### src/sv/sct_pkg.sv
// shared types and constants of the sorted chunk table
package sct_pkg;

   localparam int DEFAULT_CAPACITY = 32;
   localparam int DEFAULT_KEY_BITS = 32;

   // operation codes
   localparam logic [2:0] OP_APPEND      = 3'd0;
   localparam logic [2:0] OP_INSERT      = 3'd1;
   localparam logic [2:0] OP_REMOVE_ZERO = 3'd2;
   localparam logic [2:0] OP_REMOVE_AT   = 3'd3;
   localparam logic [2:0] OP_CLEAR       = 3'd4;
   localparam logic [2:0] OP_READ        = 3'd5;

   // status codes
   localparam logic [1:0] STATUS_OK    = 2'd0;
   localparam logic [1:0] STATUS_FULL  = 2'd1;
   localparam logic [1:0] STATUS_RANGE = 2'd2;

   typedef struct packed {
      logic [2:0]  operation;
      logic [31:0] entry_key;
      logic [31:0] entry_size;
      logic [31:0] entry_payload;
      logic [4:0]  target_index;
   } req_type;

   typedef struct packed {
      logic [1:0]  status;
      logic [5:0]  entry_count;
      logic [31:0] read_key;
      logic [31:0] read_size;
      logic [31:0] read_payload;
   } rsp_type;

   typedef enum logic [2:0] {
      CMD_HOLD,
      CMD_APPEND,
      CMD_INSERT,
      CMD_REMOVE_AT,
      CMD_SQUEEZE
   } cell_cmd_type;

   // broadcast from the controller to every cell
   typedef struct packed {
      cell_cmd_type cmd;
      logic [31:0]  new_size;
      logic [31:0]  new_payload;
   } cell_ctrl_type;

endpackage

### src/sv/sct_cell.sv
// one table slot: holds an entry and shifts it to or from its neighbors
module sct_cell #(
   parameter int INDEX    = 0,
   parameter int KEY_BITS = sct_pkg::DEFAULT_KEY_BITS,
   parameter int CNT_W    = 6
) (
   input  logic                  clock,
   input  sct_pkg::cell_ctrl_type ctrl,
   input  logic [KEY_BITS-1:0]   new_key,
   input  logic [CNT_W-1:0]      count,
   input  logic [CNT_W-1:0]      target,
   input  logic [KEY_BITS-1:0]   lower_key,
   input  logic [31:0]           lower_size,
   input  logic [31:0]           lower_payload,
   input  logic [KEY_BITS-1:0]   upper_key,
   input  logic [31:0]           upper_size,
   input  logic [31:0]           upper_payload,
   input  logic                  gt_in,
   input  logic                  gt_lower,
   input  logic                  zero_in,
   output logic                  gt_out,
   output logic                  zero_out,
   output logic [KEY_BITS-1:0]   key_q,
   output logic [31:0]           size_q,
   output logic [31:0]           payload_q
);

   localparam logic [CNT_W-1:0] MY_INDEX = CNT_W'(INDEX);

   logic [KEY_BITS-1:0] key_ff, key_in;
   logic [31:0]         size_ff, size_in;
   logic [31:0]         payload_ff, payload_in;
   logic                occupied;

   assign occupied = MY_INDEX < count;
   // every occupied slot from here up has a key above the new one
   assign gt_out   = gt_in & (!occupied | (new_key < key_ff));
   // some occupied slot from here down has zero size
   assign zero_out = zero_in | (occupied & (size_ff == 32'd0));

   always_comb begin
      key_in     = key_ff;
      size_in    = size_ff;
      payload_in = payload_ff;
      case (ctrl.cmd)
         sct_pkg::CMD_APPEND: begin
            if (MY_INDEX == count) begin
               key_in     = new_key;
               size_in    = ctrl.new_size;
               payload_in = ctrl.new_payload;
            end
         end
         sct_pkg::CMD_INSERT: begin
            if (gt_out) begin
               if (gt_lower) begin
                  key_in     = lower_key;
                  size_in    = lower_size;
                  payload_in = lower_payload;
               end else begin
                  key_in     = new_key;
                  size_in    = ctrl.new_size;
                  payload_in = ctrl.new_payload;
               end
            end
         end
         sct_pkg::CMD_REMOVE_AT: begin
            if (MY_INDEX >= target) begin
               key_in     = upper_key;
               size_in    = upper_size;
               payload_in = upper_payload;
            end
         end
         sct_pkg::CMD_SQUEEZE: begin
            if (zero_out) begin
               key_in     = upper_key;
               size_in    = upper_size;
               payload_in = upper_payload;
            end
         end
         default: begin
         end
      endcase
   end

   always_ff @(posedge clock) begin
      key_ff     <= key_in;
      size_ff    <= size_in;
      payload_ff <= payload_in;
   end

   assign key_q     = key_ff;
   assign size_q    = size_ff;
   assign payload_q = payload_ff;

endmodule

### config.mk
export PLATFORM = sky130hd
export DESIGN_NAME = sct_cell
export DESIGN_NICKNAME = d
export VERILOG_FILES = /design/src/sv/sct_pkg.sv /design/src/sv/sct_cell.sv
export SDC_FILE = /design/constraint.sdc
export NUM_CORES = 1
export LEC_CHECK = 0
export BUFFER_PORTS_ARGS = -buffer_cell sky130_fd_sc_hd__buf_4
export CAP_MARGIN = 25
export CORE_AREA = 5 5 153 155
export CTS_CLUSTER_SIZE = 10
export DETAILED_ROUTE_END_ITERATION = 12
export DIE_AREA = 0 0 158 160
export HOLD_SLACK_MARGIN = 0.08
export PLACE_DENSITY = 0.6
export SYNTH_ARGS = -nofsm -noshare
export SYNTH_HDL_FRONTEND = slang
export SYNTH_SLANG_ARGS = --single-unit
### constraint.sdc
create_clock -name clock -period 10.2 [get_ports clock]
set_input_delay 2.04 -clock clock [delete_from_list [all_inputs] [get_ports clock]]
set_output_delay 2.04 -clock clock [all_outputs]
set_load 0.005 [all_outputs]
# Word level (Yosys, flattened, before mapping)
# Cells that the tools add are included.
# word_totals
ff_bits	96
elab_cells	41
output_inout_bits	98
in_bits	307
# op_classes
n_eq_ne	8
bitwise	4
n_lt_le_gt_ge	3
mux	18
reduce_logical	5
# op_table
op	n
$mux 32	15
$pmux 32 s4	3
$logic_not 32->1	1
$lt 32x32->1	1
$ne 2x2->1 const B	4
$eq 3x2->1 const B	2
$ge 1x6->1 const A	1
$logic_not 6->1	1
$lt 1x6->1 const A	1
$reduce_and 5->1	1
$reduce_bool 4->1	1
$eq 3x1->1 const B	1
$eq 3x3->1 const B	1
$and 1x1->1	2
$or 1x1->1	2
$logic_not 1->1	1

# Depth between registers and ports, before layout
# depth
word_depth	6
depth_mapped	9
depth_no_buf	8

# Least setup slack after synthesis
# Ideal clock, no wire load.
# synth_timing
kind	in2reg
from	input new_key[30]
to	register key_ff[0], in the netlist key_q[0], enable pin
cell_stages	7
n_path_buf	0
path_slack_ns	1.002
setup_ns	0.608
arrival_ns	8.590
required_time_ns	9.592
path_cell_list	ha_1 > a21oi_2 > nand2_1 > a221o_1 > a211o_1 > a211o_1 > a31oi_1
# synth_via
elab_chain_cells	5
# synth_rtl
element	line_no	rtl
start, declared	sct_cell.sv:9	input logic [KEY_BITS-1:0] new_key,
$lt 32x32->1	sct_cell.sv:37	assign gt_out = gt_in & (!occupied | (new_key < key_ff));
$or 1x1->1	sct_cell.sv:37	
$and 1x1->1	sct_cell.sv:37	
$ne 2x2->1 (no source line)	-	
$reduce_and 5->1 (no source line)	-	
end signal, assigned	sct_cell.sv:86	key_ff <= key_in;
end, declared	sct_cell.sv:30	logic [KEY_BITS-1:0] key_ff, key_in;
# Every way passes these cells.
# A chain may end at the register's enable or synchronous reset.

# Worst setup path in the final report
# layout_timing
from	input new_key[7]
to	output gt_out
# layout_via
elab_chain_cells	3
# layout_rtl
element	line_no	rtl
$lt 32x32->1	sct_cell.sv:37	
$or 1x1->1	sct_cell.sv:37	
$and 1x1->1	sct_cell.sv:37	
end, declared	sct_cell.sv:21	output logic gt_out,
# Every way passes these cells.

==> results by group <==
Yosys
  • Yosys cell types: 33
  • Async SR Flop Fraction: 0%
  • Number of synthesized flops with an enable pin: 96
  • Synth Register Bits: between 90 and 100
  • Syn Std Cell Area: approximately 0.0055 mm2
  • Synthesized area per cell: slightly below 10 um2
  • Syn nets: around 890
  • Yosys warnings: 0
  • Post-synth top flop: edfxtp_1
  • Sequential area share after synthesis: between 50% and 60%
  • Synth Instances: ~560

Worst setup path
  • Worst path max stage delay: 0.40 ns
  • Top cell by count, worst path: buf_4
  • Max FO, Critical Path: 3
  • Setup crit end kind: output pin
  • CP max stage cell: o41ai_1
  • Req. time, crit path: 8.16 ns
  • Worst reg-to-reg setup slack: between 6 and 7 ns
  • CP arrival: approximately 3.9 ns
  • Delay-heaviest family, CP: compound AO/OA/AOI/OAI gates
  • Setup crit start kind: input port
  • Kind of critical path: in2out
  • Crit path buffers/inverters: 2
  • Cell Chain, Critical Path: buf_4, ha_1, nand4_1, o311a_1, o41ai_1, a21oi_1, o21a_1, buf_4

Power
  • Leak: 4.440 nW
  • Pwr per Cell Area: roughly 120 mW/mm2
  • Worst vdd ir: roughly 0.000083 V

CTS
  • TritonCTS sink count: 96
  • Total CTS buffers: 9
  • Post-CTS Resized: 0
  • Worst-path clk slew: 0.08 ns
  • Clk root buf: clkbuf_16
  • H-tree lvl count: 3
  • Clk buf depth: 2
  • Hold_buf cts: 0
  • Post-CTS setup buffer count: 0
  • Clock Latency Late Sink: 0.35 ns
  • TritonCTS clock tree: yes

Detailed routing
  • Max layer used: met4
  • Routed WL: ~24000 um
  • Detail Route Antenna Nets: 0
  • DRC viols: 0
  • Total number of vias: 5712
  • DR WL met3: 2267 um
  • Met1 wire length: a little under 9000 um
  • Vias per cell: ~4.6
  • First-pass detailed-route iteration total: 4
  • WL/cell: slightly below 20 um
  • First DRT Iteration DRCs: approximately 320
  • Met2 Wirelength: 12300 um

Place
  • HPWL after DPL: around 19000 um
  • Routability cong.: 0.8227
  • Placed cell count: 1215
  • PortBufs: around 400

Floorplan
  • Site Rows: 54
  • Die width: 158 um
  • Core area: 0.02169 mm2
  • IO Count: slightly above 400
  • Starting Density: around a quarter
  • Die Footprint: 0.02528 mm2
  • Die H: about 160 um

Cells and area
  • Non-Filler Instances: around 1.2k
  • Layout filler cell count: 2193
  • Nets@finish: 1285
  • Ratio of cells with drive above 1 in the final layout: a little under half
  • Area growth from synthesis to layout: 66.79%
  • ANT cells: 0
  • Commonest non-fill, non-tap cell in the layout: buf_4
  • Commonest cells after routing, fill and taps aside: 408 x buf_4, 199 x nand2_1, 96 x a22oi_1, 96 x edfxtp_1, 34 x inv_1

STA
  • Max-slew violation count: 0
  • Final period utilization: a little under 60%
  • Max Fclk: approximately 170 MHz
  • Count of final setup violators: 0
  • Clk_skew: between 0.01 and 0.015 ns
  • Tmin final: approximately 5.9 ns
  • RSZ-0062 raised after global routing: false
  • Slew @ Worst Pin: 0.6505 ns
  • Final hold vios: 0
  • Setup TNS: 0 ns
  • Slew HR: approximately 56%

Global routing
  • Grt ovf: 0
  • Number of global-route vias before repair: ~6k
  • Initial antenna violation count: 0
  • Largest net degree at the start of global routing: 97
  • Global-route wire length before repair: between 30000 and 40000 um
  • GRT Resource Usage Total: ~18%

Flow run
  • Max-cap violations: 0

Min path
  • Hold/Removal Path Class: reg2reg

Run status
  • Status: finished, final reports clean
[worst reg2reg max path: cells and delay by family, from the launching register on]
kind	cells	cell delay [ns]
adders and majority gates	1	0.26
DFF	1	0.40
AOI/OAI and AO/OA	6	1.64
buffers and inverters	3	0.93
[cell usage after synthesis, types with 2 or more instances]
cell type | number | share of area, %
buf_2 | 12 | 1.1
a21o_1 | 2 | 0.27
nand2_1 | 199 | 14
a22oi_1 | 96 | 13
a21oi_1 | 14 | 1.3
clkbuf_1 | 12 | 0.82
a31oi_1 | 2 | 0.23
o21ai_0 | 4 | 0.37
nand3_1 | 4 | 0.37
a211o_1 | 3 | 0.48
buf_4 | 5 | 0.69
inv_1 | 34 | 2.3
a21oi_2 | 2 | 0.32
nand2b_1 | 3 | 0.34
ha_1 | 31 | 7.1
edfxtp_1 | 96 | 53
buf_1 | 2 | 0.14
nor4_1 | 10 | 1.1
nor2_1 | 4 | 0.27
nand4_1 | 8 | 0.92
[path summary, 6_finish.rpt]
kind                              endpoint  cells after the start        from
worst min-delay path            size_q[27]                      5  size_q[17]
worst min register to register  size_q[27]                      5  size_q[17]
worst max-delay path                gt_out                      8  new_key[7]
worst max register to register   key_q[29]                     10   key_q[23]
[flip-flops by register name, indices dropped and copies added, names as in the netlist]
name,count
key_q,32
payload_q,32
size_q,32
[cell type report]
class | instances | area (um2) | share of cell area, %
repair buffers | 411 | 3138 | 34.42
flip-flops and latches | 96 | 2883 | 31.62
multi-input cells | 395 | 2323 | 25.48
well taps | 280 | 350.3 | 3.842
clock buffers | 9 | 225.2 | 2.470
inverters | 34 | 127.6 | 1.400
clock inverters | 7 | 70.07 | 0.7685
[through the flow]
| stage | total power (W) | instance area, um2 | utilization [%] | hold WS [ns] | setup slack, ns |
|---|---|---|---|---|---|
| detailed placement | 0.0007487 | 8795 | 40.55 | 1.374 | 4.171 |
| global placement | 0.0007417 | 8747 | 40.33 | 1.369 | 4.200 |
| finish | 0.001090 | 9117 | 42.04 | 1.388 | 4.311 |
| global route | 0.001144 | 9117 | 42.04 | 1.501 | 4.127 |
| CTS | 0.001106 | 9090 | 41.91 | 1.407 | 4.178 |
| floorplan | 0.0005859 | 5466 | - | 2.222 | 1.002 |
[per-layer routing]
metal / global-route usage, % / up-vias
li1: - / 2806
met1: 19.60 / 2623
met2: 32.26 / 260
met3: 5.521 / 23
met4: 5.079 / 0
met5: 0 / -
[power by group]
part | internal [W] | switching [W] | leakage [nW]
logic | 0.000142 | 0.000116 | 3.39
clock network | 0.000191 | 0.000162 | 0.147
registers | 0.000468 | 0.0000108 | 0.899
[kinds of logic (layout without fill, tap and decap cells)]
kind of cell / Yosys count / count (layout) / share of synthesized area [%]
buffers and inverters: 65 / 461 / 5.081
muxes: 1 / 1 / 0.4120
AOI/OAI and AO/OA: 129 / 129 / 17.10
and+or+nand+nor: 234 / 234 / 17.58
adders and majority gates: 31 / 31 / 7.095
DFF: 96 / 96 / 52.74
No activity file was read; power rests on OpenSTA's default activity.
